[src/hdl/fspc_pkg.sv]
package fspc_pkg;

  // Field widths
  localparam int unsigned AddrW  = 32;
  localparam int unsigned XW     = 9;
  localparam int unsigned YW     = 8;
  localparam int unsigned IdxW   = 18;
  localparam int unsigned CfgIdxW = 3;
  localparam int unsigned CfgDataW = 32;

  // Screen geometry
  localparam logic [AddrW-1:0] ROW_LAST      = 32'd239;
  localparam logic [XW-1:0]    TOP_WIDTH     = 9'd400;
  localparam logic [XW-1:0]    BOTTOM_WIDTH  = 9'd320;
  localparam logic [IdxW-1:0]  ROW_PITCH     = 18'd400;
  localparam logic [IdxW-1:0]  BOTTOM_OFFSET = 18'd96040;

  // Colour constants
  localparam logic [7:0] ALPHA_OPAQUE = 8'hFF;
  localparam logic [7:0] FIVE_MAX     = 8'd31;
  localparam logic [7:0] SIX_MAX      = 8'd63;

  // Source pixel formats; codes above RGB5A1 all mean RGBA4
  localparam logic [2:0] FMT_RGBA8  = 3'd0;
  localparam logic [2:0] FMT_RGB8   = 3'd1;
  localparam logic [2:0] FMT_RGB565 = 3'd2;
  localparam logic [2:0] FMT_RGB5A1 = 3'd3;

  // Configuration register indexes
  typedef enum logic [CfgIdxW-1:0] {
    REG_ACTIVE_BASE    = 3'd0,
    REG_PIXEL_STEP     = 3'd1,
    REG_PIXEL_FORMAT   = 3'd2,
    REG_FILL_WORD      = 3'd3,
    REG_PANEL_LIT      = 3'd4,
    REG_SCREEN_ENABLED = 3'd5,
    REG_BOTTOM_SCREEN  = 3'd6
  } cfg_idx_t;

  typedef struct packed {
    logic [31:0] active_base;
    logic [31:0] pixel_step;
    logic [2:0]  pixel_format;
    logic [24:0] fill_word;
    logic        panel_lit;
    logic        screen_enabled;
    logic        bottom_screen;
  } cfg_t;

  typedef struct packed {
    logic [XW-1:0] pixel_x;
    logic [YW-1:0] pixel_y;
    logic [31:0]   raw_pixel;
  } in_word_t;

  typedef struct packed {
    logic [AddrW-1:0] fetch_address;
    logic             needs_fetch;
    logic [IdxW-1:0]  buffer_index;
    logic [31:0]      color;
    logic             write_enable;
  } out_word_t;

  // c*255/31 truncated: reciprocal estimate (low by at most one), then one correction
  function automatic logic [7:0] expand5(input logic [4:0] c);
    logic [12:0] p;
    logic [20:0] m;
    logic [7:0]  q;
    logic [12:0] rem;
    p   = {c, 8'b0} - {8'b0, c};
    m   = {p, 8'b0} + {5'b0, p, 3'b0};
    q   = m[20:13];
    rem = p - ({q, 5'b0} - {5'b0, q});
    if (rem >= 13'(FIVE_MAX)) begin
      q = q + 8'd1;
    end
    return q;
  endfunction

  // c*255/63 truncated, same scheme
  function automatic logic [7:0] expand6(input logic [5:0] c);
    logic [13:0] p;
    logic [21:0] m;
    logic [7:0]  q;
    logic [13:0] rem;
    p   = {c, 8'b0} - {8'b0, c};
    m   = {p, 8'b0} + {6'b0, p, 2'b0};
    q   = m[21:14];
    rem = p - ({q, 6'b0} - {6'b0, q});
    if (rem >= 14'(SIX_MAX)) begin
      q = q + 8'd1;
    end
    return q;
  endfunction

endpackage

[src/hdl/fspc_regs.sv]
module fspc_regs (
  input  logic                           clk,
  input  logic                           rst_n,
  input  logic                           cfg_valid,
  output logic                           cfg_ready,
  input  logic [fspc_pkg::CfgIdxW-1:0]   cfg_index,
  input  logic [fspc_pkg::CfgDataW-1:0]  cfg_data,
  output fspc_pkg::cfg_t                 cfg
);

  fspc_pkg::cfg_t cfg_r;
  fspc_pkg::cfg_t cfg_nxt;

  // registers always take a word
  assign cfg_ready = 1'b1;
  assign cfg       = cfg_r;

  // decode the write
  always_comb begin
    cfg_nxt = cfg_r;
    if (cfg_valid) begin
      case (fspc_pkg::cfg_idx_t'(cfg_index))
        fspc_pkg::REG_ACTIVE_BASE:    cfg_nxt.active_base    = cfg_data;
        fspc_pkg::REG_PIXEL_STEP:     cfg_nxt.pixel_step     = cfg_data;
        fspc_pkg::REG_PIXEL_FORMAT:   cfg_nxt.pixel_format   = cfg_data[2:0];
        fspc_pkg::REG_FILL_WORD:      cfg_nxt.fill_word      = cfg_data[24:0];
        fspc_pkg::REG_PANEL_LIT:      cfg_nxt.panel_lit      = cfg_data[0];
        fspc_pkg::REG_SCREEN_ENABLED: cfg_nxt.screen_enabled = cfg_data[0];
        fspc_pkg::REG_BOTTOM_SCREEN:  cfg_nxt.bottom_screen  = cfg_data[0];
        default: cfg_nxt = cfg_r;
      endcase
    end
  end

  always_ff @(posedge clk) begin
    if (!rst_n) begin
      cfg_r <= '0;
    end else begin
      cfg_r <= cfg_nxt;
    end
  end

endmodule

[src/hdl/fspc_addr.sv]
module fspc_addr (
  input  logic                          clk,
  input  fspc_pkg::cfg_t                cfg,
  input  logic [fspc_pkg::XW-1:0]       pixel_x,
  input  logic [fspc_pkg::YW-1:0]       pixel_y,
  input  logic                          write_en,
  output logic [fspc_pkg::AddrW-1:0]    fetch_address,
  output logic [fspc_pkg::IdxW-1:0]     buffer_index,
  output logic                          write_enable
);

  logic [fspc_pkg::AddrW-1:0] row_dist;
  logic [fspc_pkg::AddrW-1:0] row_off_nxt;
  logic [fspc_pkg::AddrW-1:0] col_off_nxt;
  logic [fspc_pkg::IdxW-1:0]  index_nxt;

  logic [fspc_pkg::AddrW-1:0] row_off_r;
  logic [fspc_pkg::AddrW-1:0] col_off_r;
  logic [fspc_pkg::IdxW-1:0]  index_r;
  logic                       we_r;
  logic [fspc_pkg::AddrW-1:0] addr_out_r;
  logic [fspc_pkg::IdxW-1:0]  index_out_r;
  logic                       we_out_r;

  // rows counted from the bottom, wraps for rows past the last
  assign row_dist = fspc_pkg::ROW_LAST - 32'(pixel_y);

  // row offset scaled by bytes per pixel
  always_comb begin
    case (cfg.pixel_format)
      fspc_pkg::FMT_RGBA8: row_off_nxt = {row_dist[29:0], 2'b0};
      fspc_pkg::FMT_RGB8:  row_off_nxt = {row_dist[30:0], 1'b0} + row_dist;
      default:             row_off_nxt = {row_dist[30:0], 1'b0};
    endcase
  end

  // column offset: 9 x 32 product, low word kept
  assign col_off_nxt = 32'(pixel_x) * cfg.pixel_step;

  // output buffer index
  assign index_nxt = 18'(pixel_y) * fspc_pkg::ROW_PITCH + 18'(pixel_x)
                   + (cfg.bottom_screen ? fspc_pkg::BOTTOM_OFFSET : '0);

  // stage 2: partial terms
  always_ff @(posedge clk) begin
    row_off_r <= row_off_nxt;
    col_off_r <= col_off_nxt;
    index_r   <= index_nxt;
    we_r      <= write_en;
  end

  // stage 3: final sum into the output register
  always_ff @(posedge clk) begin
    addr_out_r  <= cfg.active_base + col_off_r + row_off_r;
    index_out_r <= index_r;
    we_out_r    <= we_r;
  end

  assign fetch_address = addr_out_r;
  assign buffer_index  = index_out_r;
  assign write_enable  = we_out_r;

endmodule

[src/hdl/fspc_pix.sv]
module fspc_pix (
  input  logic           clk,
  input  fspc_pkg::cfg_t cfg,
  input  logic [31:0]    raw_pixel,
  input  logic           write_en,
  output logic [31:0]    color,
  output logic           needs_fetch
);

  logic [15:0] half;
  logic [7:0]  red;
  logic [7:0]  green;
  logic [7:0]  blue;
  logic [31:0] color_nxt;
  logic        fetch_nxt;

  logic [31:0] color_r;
  logic        fetch_r;
  logic [31:0] color_out_r;
  logic        fetch_out_r;

  assign half = raw_pixel[15:0];

  // unpack and widen channels to eight bits
  always_comb begin
    case (cfg.pixel_format)
      fspc_pkg::FMT_RGBA8: begin
        red   = raw_pixel[31:24];
        green = raw_pixel[23:16];
        blue  = raw_pixel[15:8];
      end
      fspc_pkg::FMT_RGB8: begin
        red   = raw_pixel[23:16];
        green = raw_pixel[15:8];
        blue  = raw_pixel[7:0];
      end
      fspc_pkg::FMT_RGB565: begin
        red   = fspc_pkg::expand5(half[15:11]);
        green = fspc_pkg::expand6(half[10:5]);
        blue  = fspc_pkg::expand5(half[4:0]);
      end
      fspc_pkg::FMT_RGB5A1: begin
        red   = fspc_pkg::expand5(half[15:11]);
        green = fspc_pkg::expand5(half[10:6]);
        blue  = fspc_pkg::expand5(half[5:1]);
      end
      default: begin
        // nibble times 17 is the nibble repeated
        red   = {half[15:12], half[15:12]};
        green = {half[11:8], half[11:8]};
        blue  = {half[7:4], half[7:4]};
      end
    endcase
  end

  // blanking, dark panel and fill override
  always_comb begin
    color_nxt = '0;
    fetch_nxt = 1'b0;
    if (write_en) begin
      if (!cfg.panel_lit) begin
        color_nxt = {fspc_pkg::ALPHA_OPAQUE, 24'h0};
      end else if (cfg.fill_word[24]) begin
        color_nxt = {fspc_pkg::ALPHA_OPAQUE, cfg.fill_word[23:0]};
      end else begin
        color_nxt = {fspc_pkg::ALPHA_OPAQUE, blue, green, red};
        fetch_nxt = 1'b1;
      end
    end
  end

  // stage 2
  always_ff @(posedge clk) begin
    color_r <= color_nxt;
    fetch_r <= fetch_nxt;
  end

  // stage 3: output register
  always_ff @(posedge clk) begin
    color_out_r <= color_r;
    fetch_out_r <= fetch_r;
  end

  assign color       = color_out_r;
  assign needs_fetch = fetch_out_r;

endmodule

[src/hdl/framebuffer_scanout_pixel_converter_unit.sv]
// Scanout pixel converter for one screen.
// Input: drive in_word with start high; the word is taken at any edge where
// busy is low. busy never rises, so a new pixel can be issued every cycle.
// Output: out_word is shown for one cycle with out_valid high, after the
// register stages below, in issue order. There is no back-pressure: the
// receiver must take each word in the cycle it appears.
// Throughput is one pixel per cycle; latency is three register stages
// (input capture, column product and colour expand, address sum).
// Configuration: cfg_valid/cfg_ready with cfg_index and cfg_data; cfg_ready
// is always high. Registers must only be changed while no pixel is in
// flight. Format change alters bytes per pixel in the address.
// Reset (rst_n low, synchronous) clears all configuration registers and the pipeline
// valid bits; words in flight are dropped.
module framebuffer_scanout_pixel_converter_unit (
  input  logic                          clk,
  input  logic                          rst_n,
  input  logic                          start,
  output logic                          busy,
  input  fspc_pkg::in_word_t            in_word,
  output logic                          out_valid,
  output fspc_pkg::out_word_t           out_word,
  input  logic                          cfg_valid,
  output logic                          cfg_ready,
  input  logic [fspc_pkg::CfgIdxW-1:0]  cfg_index,
  input  logic [fspc_pkg::CfgDataW-1:0] cfg_data
);

  fspc_pkg::cfg_t     cfg;
  fspc_pkg::in_word_t s1_word_r;
  logic               in_accept;
  logic               s1_valid_r;
  logic               s2_valid_r;
  logic               out_valid_r;
  logic               s1_we;
  logic [fspc_pkg::XW-1:0] width;

  logic [fspc_pkg::AddrW-1:0] pipe_addr;
  logic                       pipe_fetch;
  logic [fspc_pkg::IdxW-1:0]  pipe_index;
  logic [31:0]                pipe_color;
  logic                       pipe_we;

  assign busy      = 1'b0;
  assign in_accept = start && !busy;

  fspc_regs u_regs (
    .clk       (clk),
    .rst_n     (rst_n),
    .cfg_valid (cfg_valid),
    .cfg_ready (cfg_ready),
    .cfg_index (cfg_index),
    .cfg_data  (cfg_data),
    .cfg       (cfg)
  );

  // valid bits follow the words down the pipe
  always_ff @(posedge clk) begin
    if (!rst_n) begin
      s1_valid_r  <= 1'b0;
      s2_valid_r  <= 1'b0;
      out_valid_r <= 1'b0;
    end else begin
      s1_valid_r  <= in_accept;
      s2_valid_r  <= s1_valid_r;
      out_valid_r <= s2_valid_r;
    end
  end

  // stage 1: capture the input word
  always_ff @(posedge clk) begin
    if (in_accept) begin
      s1_word_r <= in_word;
    end
  end

  // write enable: screen on and column inside the screen
  assign width = cfg.bottom_screen ? fspc_pkg::BOTTOM_WIDTH : fspc_pkg::TOP_WIDTH;
  assign s1_we = cfg.screen_enabled && (s1_word_r.pixel_x < width);

  fspc_addr u_addr (
    .clk           (clk),
    .cfg           (cfg),
    .pixel_x       (s1_word_r.pixel_x),
    .pixel_y       (s1_word_r.pixel_y),
    .write_en      (s1_we),
    .fetch_address (pipe_addr),
    .buffer_index  (pipe_index),
    .write_enable  (pipe_we)
  );

  fspc_pix u_pix (
    .clk         (clk),
    .cfg         (cfg),
    .raw_pixel   (s1_word_r.raw_pixel),
    .write_en    (s1_we),
    .color       (pipe_color),
    .needs_fetch (pipe_fetch)
  );

  // gather the result word
  assign out_word  = {pipe_addr, pipe_fetch, pipe_index, pipe_color, pipe_we};
  assign out_valid = out_valid_r;

`ifndef SYNTHESIS
  // every accepted word comes out on out_valid after the pipeline registers
  a_latency: assert property (@(posedge clk) disable iff (!rst_n)
    in_accept |-> ##3 out_valid)
    else $error("accepted word did not appear after three cycles");

  // nothing comes out that was not issued
  a_no_phantom: assert property (@(posedge clk) disable iff (!rst_n)
    !s2_valid_r |=> !out_valid)
    else $error("output strobe without a word in the pipe");

  // blanked pixels carry no colour and need no fetch
  a_blank: assert property (@(posedge clk) disable iff (!rst_n)
    (out_valid && !out_word.write_enable) |->
      (out_word.color == 32'h0 && !out_word.needs_fetch))
    else $error("blanked pixel with colour or fetch");

  // written pixels are always opaque
  a_opaque: assert property (@(posedge clk) disable iff (!rst_n)
    (out_valid && out_word.write_enable) |-> (out_word.color[31:24] == 8'hFF))
    else $error("written pixel not opaque");
`endif

endmodule

[config.mk]
export PLATFORM = sky130hd
export DESIGN_NAME = framebuffer_scanout_pixel_converter_unit
export DESIGN_NICKNAME = d
export VERILOG_FILES = /design/src/hdl/fspc_pkg.sv /design/src/hdl/fspc_regs.sv /design/src/hdl/fspc_addr.sv /design/src/hdl/fspc_pix.sv /design/src/hdl/framebuffer_scanout_pixel_converter_unit.sv
export SDC_FILE = /design/constraint.sdc
export NUM_CORES = 1
export LEC_CHECK = 0
export ABC_AREA = 1
export BUFFER_PORTS_ARGS = -buffer_cell sky130_fd_sc_hd__clkbuf_2
export CORE_MARGIN = 4
export CORE_UTILIZATION = 25
export CTS_BUF_LIST = sky130_fd_sc_hd__clkbuf_2
export CTS_CLUSTER_SIZE = 16
export DETAILED_ROUTE_END_ITERATION = 8
export SETUP_SLACK_MARGIN = 0.05
export SYNTH_ARGS = -nofsm -noshare
export SYNTH_HDL_FRONTEND = slang
export SYNTH_HIERARCHICAL = 1
export SYNTH_SLANG_ARGS = --single-unit
export TNS_END_PERCENT = 20
[constraint.sdc]
create_clock -name clk -period 5.3 [get_ports clk]
set_input_delay 1.59 -clock clk [delete_from_list [all_inputs] [get_ports clk]]
set_output_delay 1.59 -clock clk [all_outputs]
set_load 0.05 [all_outputs]
==> results of run 1 <==
## state kept, by name, indices dropped and copies added (netlist names)
register,cells
out_valid,1
s1_valid_r,1
s1_word_r,49
s2_valid_r,1
u_addr/buffer_index,18
u_addr/col_off_r,32
u_addr/fetch_address,32
u_addr/index_r,18
u_addr/row_off_r,11
u_addr/we_r,1
u_addr/write_enable,1
u_pix/color,25
u_pix/color_r,25
u_pix/fetch_r,1
u_pix/needs_fetch,1
u_regs/cfg,95
## per-layer routing
layer	vias to the layer above	track usage (%)	part of all wire, %	wire [um]
met5	-	0	0.017	17
met1	13300	19.8	43	42200
li1	13800	-	-	-
met2	852	25.4	47	45500
met3	150	3.07	7.3	7160
met4	2	4.78	2.7	2640
## where the power goes
group | switching, mW | internal, mW
registers | 0.222 | 2.73
clock network | 1.06 | 0.700
logic | 4.48 | 3.09
total | 5.77 | 6.52
## through the flow
stage	setup slack (ps)	total power, mW	TNS (ps)
after floorplan	33.7	7.59	0
after global placement	-331	9.88	-3000
after detailed placement	-380	9.93	-4250
final	-215	12.3	-1290
after global routing	-460	13.4	-8940
after CTS	-144	12.0	-1940
## synthesized netlist by cell type, types with 5 or more instances
cell type / number / area share [%]
a211oi_1: 9 / 0.22
a21o_1: 12 / 0.30
a21oi_1: 181 / 3.0
a221oi_1: 8 / 0.23
a31oi_1: 13 / 0.27
buf_1: 10 / 0.12
buf_2: 23 / 0.38
buf_4: 27 / 0.67
buf_6: 5 / 0.19
clkbuf_1: 54 / 0.67
dfxtp_1: 263 / 17
edfxtp_1: 49 / 4.9
fa_1: 231 / 15
ha_1: 279 / 12
inv_1: 812 / 10
inv_2: 11 / 0.14
nand2_1: 902 / 11
nand2_2: 13 / 0.27
nand2_4: 6 / 0.22
nand3_1: 238 / 3.9
nand3_2: 13 / 0.43
nand3b_1: 23 / 0.57
nand4_1: 46 / 0.95
nor2_1: 361 / 4.5
nor2_2: 61 / 1.3
nor2_4: 6 / 0.22
nor3_1: 23 / 0.38
nor3_2: 8 / 0.26
nor4_1: 5 / 0.10
o211ai_1: 14 / 0.35
o21ai_0: 102 / 1.7
o21ai_1: 22 / 0.36
o21ai_2: 6 / 0.17
o21bai_1: 17 / 0.42
o221ai_1: 5 / 0.14
o22ai_1: 9 / 0.19
or2_2: 7 / 0.14
xnor2_1: 49 / 1.4
xor2_1: 133 / 3.9
## critical path: cells and delay by family, from the launching register on
family,cells,cell delay (ps)
flops,1,420
buf+inv,8,590
xor+xnor,1,220
compound gates,7,930
simple gates,17,1690
fa+ha+maj,5,1520
## cell families after synthesis
logic type      synth area share (%)
flops                           22.3
other cells                   0.0248
xor+xnor                        5.47
buf+inv                         12.4
compound gates                  7.94
fa+ha+maj                       26.8
simple gates                    25.1
## cell type report
cell class                 count  share of cell area [%]
multi-input combinational   2846                    56.2
clock inverter                25                   0.460
tap                         1612                    5.41
inverter                     825                    8.33
antenna                        5                  0.0335
clock buffer                 118                    1.58
sequential                   312                    18.1
timing repair buffer         531                    9.97
## path summary, 6_finish.rpt
path,start,end
worst max-delay path,s1_word_r[6]$_DFFE_PP_,u_pix/color_r[12]$_SDFF_PN0_
worst min-delay path,u_addr/index_r[5]$_DFF_P_,u_addr/buffer_index[5]$_DFF_P_
worst max register to register,s1_word_r[6]$_DFFE_PP_,u_pix/color_r[12]$_SDFF_PN0_
worst min register to register,u_addr/index_r[5]$_DFF_P_,u_addr/buffer_index[5]$_DFF_P_
## repair_timing
item                                    4_1_cts  5_1_grt
hold endpoints to repair                      0        0
buffers inserted                             33       24
resized for setup                           100      138
pin swaps                                    76       66
endpoints found under the setup margin       24       24
==> flow_summary.toml, run 1 <==
[setup_path]
reg2reg_slack_ps = -210
ff2ff_path_depth = 38
cpPeakStageDelay_ps = 490
arrival_ps = 6610
cp_common_cell = "nand2_1"
path_max_fanout = 7
timing_worst_setup_path_type = "reg -> reg"
crit_required_ps = 6400
endpoint_kind = "register"
critPathSlowestCell = "fa_1"
cp-start-kind = "register"

[synth]
synth_cell_types = 65
syn-cell-area_sq_um = 30300
syn_inst = 4104
syn_nets = 4702
synth_edf_count = 49
synth_flop_cell = "dfxtp_1"
yosysWarnings = 6
synthArstFlopShare_pct = 0
ys_seq_area_share_pct = 22.3
avgSynthCellArea_sq_um = 7.37
ys_seq_elements = 312

[sta]
slew_headroom_pct = 16.9
hold_slack_ps = 324
skew_ps = 102
min_period_ps = 5510
max_slew.worst_pin.slew_ps = 1240
timing.final.hold_violations = 0
layout_setup_ws_ps = -215
rsz0062_at_grt = "true"
setup_viol = 17
max_freq_ghz = 0.181
slew_viol_final = 0
fin_crit_sh_pct = 104

[placement]
gp_congestion = 0.946
io_buffers = 172
dp_hpwl_um = 79100
placed_area_sq_um = 35000
dpl.cell_count = 6069

[detailed_routing]
drt_iter0_drc = 1886
wl_per_cell_um = 15.6
viasPerCell = 4.47
finalWirelength_um = 97600
drc = 0
firstDrtPassIters = 6
routed-via-count = 28100
antenna_left = 0

[clocking]
cts_max_path_buffers = 3
cts_root_buffer = "clkbuf_2"
htreeDepth = 3
cts_tree = "done"
clk_pin_slew_worst_paths_ps = 110
clock-sinks = 312
ctsHoldBuffers = 0
cts_buffers = 83
insertion_delay_ps = 1240

[layout]
utilization_pct = 31.1
final_common_cell = "nand2_1"
n_fill_cell = 12800
register_area_sq_um = 6740
design_area_sq_um = 37300
nNetsFinal = 5197
fin_cells = 6274
drive_gt1_share_pct = 21.7
final_cell_mix = "nand2_1, inv_1, nor2_1"
area_growth_pct = 23.3
multi_input_area_sq_um = 20900

[die]
die-area_sq_um = 127000
die_y_um = 356
start_util_pct = 25.2
die_x_um = 356
rows = 127
pin_count = 175
core_area_sq_um = 120000

[global_route]
grt_pass1_wl_um = 152000
antenna_found_initial = 10
overflow = 0
grt_max_degree = 58
grt_usage_pct = 15.2
grt_pass1_vias = 28000

[run_status]
violations = "negative setup slack"
status = "complete, but fails checks"

[min_path]
hold_path_class = "reg -> reg"
hold_path_depth = 0

[power_and_ir_drop]
vdd_drop_max_mv = 0.224
power_density_nw_per_um2 = 330
p_leak_nw = 19.7

[job]
cap_violations = 0
Power figures use the tool's default switching activity.
==> run 2: changes to the inputs <==
--- a/config.mk
+++ b/config.mk
@@ -5,7 +5,6 @@
 export SDC_FILE = /design/constraint.sdc
 export NUM_CORES = 1
 export LEC_CHECK = 0
-export ABC_AREA = 1
 export BUFFER_PORTS_ARGS = -buffer_cell sky130_fd_sc_hd__clkbuf_2
 export CORE_MARGIN = 4
 export CORE_UTILIZATION = 25
==> flow_summary.toml, run 2 <==
[run_status]
status = "complete, but fails checks"
violations = "negative setup slack"

[clocking]
cts_buffers = 89
cts_max_path_buffers = 3
cts_tree = "done"
clk_pin_slew_worst_paths_ps = 110
cts_root_buffer = "clkbuf_2"
clock-sinks = 312
htreeDepth = 3
ctsHoldBuffers = 0
insertion_delay_ps = 1270

[die]
die_x_um = 343
start_util_pct = 25.3
rows = 122
core_area_sq_um = 111000
die-area_sq_um = 118000
pin_count = 175
die_y_um = 343

[global_route]
grt_usage_pct = 14.0
grt_pass1_vias = 23900
grt_pass1_wl_um = 130000
overflow = 0
grt_max_degree = 62
antenna_found_initial = 7

[sta]
slew_headroom_pct = 24.6
slew_viol_final = 0
setup_viol = 24
layout_setup_ws_ps = -1100
skew_ps = 160
max_slew.worst_pin.slew_ps = 1130
min_period_ps = 6400
fin_crit_sh_pct = 121
max_freq_ghz = 0.156
rsz0062_at_grt = "true"
fin_tns_setup_ps = -16310
timing.final.hold_violations = 0

[power_and_ir_drop]
p_leak_nw = 16.8
vdd_drop_max_mv = 0.198
power_density_nw_per_um2 = 317
p_total_mw = 11.1

[setup_path]
crit_required_ps = 6360
endpoint_kind = "register"
reg2reg_slack_ps = -1100
path_max_fanout = 4
cpPeakStageDelay_ps = 540
cp_common_cell = "buf_4"
critPathSlowestCell = "fa_1"
arrival_ps = 7460
timing_worst_setup_path_type = "reg -> reg"
cp-start-kind = "register"

[synth]
syn-cell-area_sq_um = 28100
ys_seq_elements = 312
synth_top_area_cell = "dfxtp_1"
yosysWarnings = 6
synth_top_area_share_pct = 18.7
synth_edf_count = 49
synth_cell_types = 100
syn_nets = 3715
synthArstFlopShare_pct = 0
synth.most_common_cell = "inv_1"
synth_top_cells_by_count = "inv_1, nand2_1, ha_1"
avgSynthCellArea_sq_um = 9.01
syn_inst = 3117
synth_flop_cell = "dfxtp_1"
synth.area.top_cells = "dfxtp_1, fa_1, ha_1, inv_1, edfxtp_1"
ys_seq_area_share_pct = 24.0

[detailed_routing]
viasPerCell = 4.48
drt_iter0_drc = 1163
routed-via-count = 23600
antenna_left = 0
drc = 0
wl_per_cell_um = 15.8
firstDrtPassIters = 5
finalWirelength_um = 83300

[min_path]
hold_path_class = "reg -> reg"

[placement]
dpl_worst_slack_ps = -1300
dp_hpwl_um = 67400
gp_congestion = 0.891
dpl.cell_count = 5096
io_buffers = 172

[layout]
final_common_cell = "buf_4"
fin_cells = 5276
nNetsFinal = 4310
largest_reg_flops = 95
area_growth_pct = 24.7
final_cell_mix = "buf_4, inv_1, nand2_1"
drive_gt1_share_pct = 23.3

[job]
cap_violations = 0
run 2: cell count changes in the layout (fill, tap and decap cells not counted), moves of 37 or more:
cell and delta:
buf_4 +89, xor2_1 -79, nand3_1 -185, nand2_2 -37, nor2_1 -237, nand2_1 -519
xnor2_1 +118, inv_2 -38, mux2i_1 +110, nor2_2 -66, and2_1 +153, inv_1 -353
run 2: critical path, delay by kind of cell (launching register included):
| family | cells | cell delay [ps] |
|---|---|---|
| AOI/OAI and AO/OA | 6 | 920 |
| xor gates and xnor gates | 2 | 360 |
| adders and majority gates | 4 | 1020 |
| buffers and inverters | 10 | 1180 |
| DFF | 1 | 430 |
| muxes | 2 | 510 |
| and+or+nand+nor | 9 | 1850 |
run 2: layer usage:
layer | vias to the layer above | global-route usage, % | routed length [um]
li1 | 11600 | - | -
met1 | 11300 | 18.7 | 38700
met2 | 569 | 22.6 | 37700
met3 | 136 | 3.07 | 4950
met4 | 2 | 4.41 | 1940
met5 | - | 0 | 12
run 2: final cells by class:
class	instances	area (sq um)
Fill cell	11800	76100
Multi-Input combinational cell	2268	19700
Sequential cell	312	6740
Timing Repair Buffer	609	4220
Tap cell	1488	1860
Inverter	432	1630
Clock buffer	127	636
Clock inverter	31	186
Antenna cell	9	22.5
run 2: final timing paths:
path	start	to	cells past startpoint
min	u_addr/index_r[3]$_DFF_P_	u_addr/buffer_index[3]$_DFF_P_	0
max reg2reg	s1_word_r[5]$_DFFE_PP_	u_pix/color_r[9]$_SDFF_PN0_	33
min reg2reg	u_addr/index_r[3]$_DFF_P_	u_addr/buffer_index[3]$_DFF_P_	0
max	s1_word_r[5]$_DFFE_PP_	u_pix/color_r[9]$_SDFF_PN0_	33
run 2: timing repair:
action                                  in CTS  in global routing
buffers inserted                             6                  6
endpoints found under the setup margin      30                 33
resized for setup                           31                 72
pin swaps                                   21                 41
gates cloned                                 1                  0
run 2: logic make-up after synthesis:
| group | synth area share (%) |
|---|---|
| simple gates | 15.8 |
| compound gates | 12.9 |
| buf+inv | 7.64 |
| fa+ha+maj | 28.9 |
| flops | 24.0 |
| xor+xnor | 6.60 |
| mux | 4.08 |
| other cells | 0.0267 |
run 2: power by group:
part | internal (mW) | switching [mW] | total [mW]
Sequential | 2.66 | 0.168 | 2.82
Combinational | 2.99 | 3.45 | 6.43
Clock | 0.716 | 1.14 | 1.85
Total | 6.36 | 4.75 | 11.1
run 2: per-stage QoR:
step / instance area, sq um / hold slack [ps] / utilization, %
after floorplan: 28200 / 310 / -
after global placement: 33600 / 312 / 30.3
after detailed placement: 33600 / 312 / 30.3
after CTS: 34600 / 216 / 31.1
after global routing: 35000 / 268 / 31.5
final: 35000 / 311 / 31.5
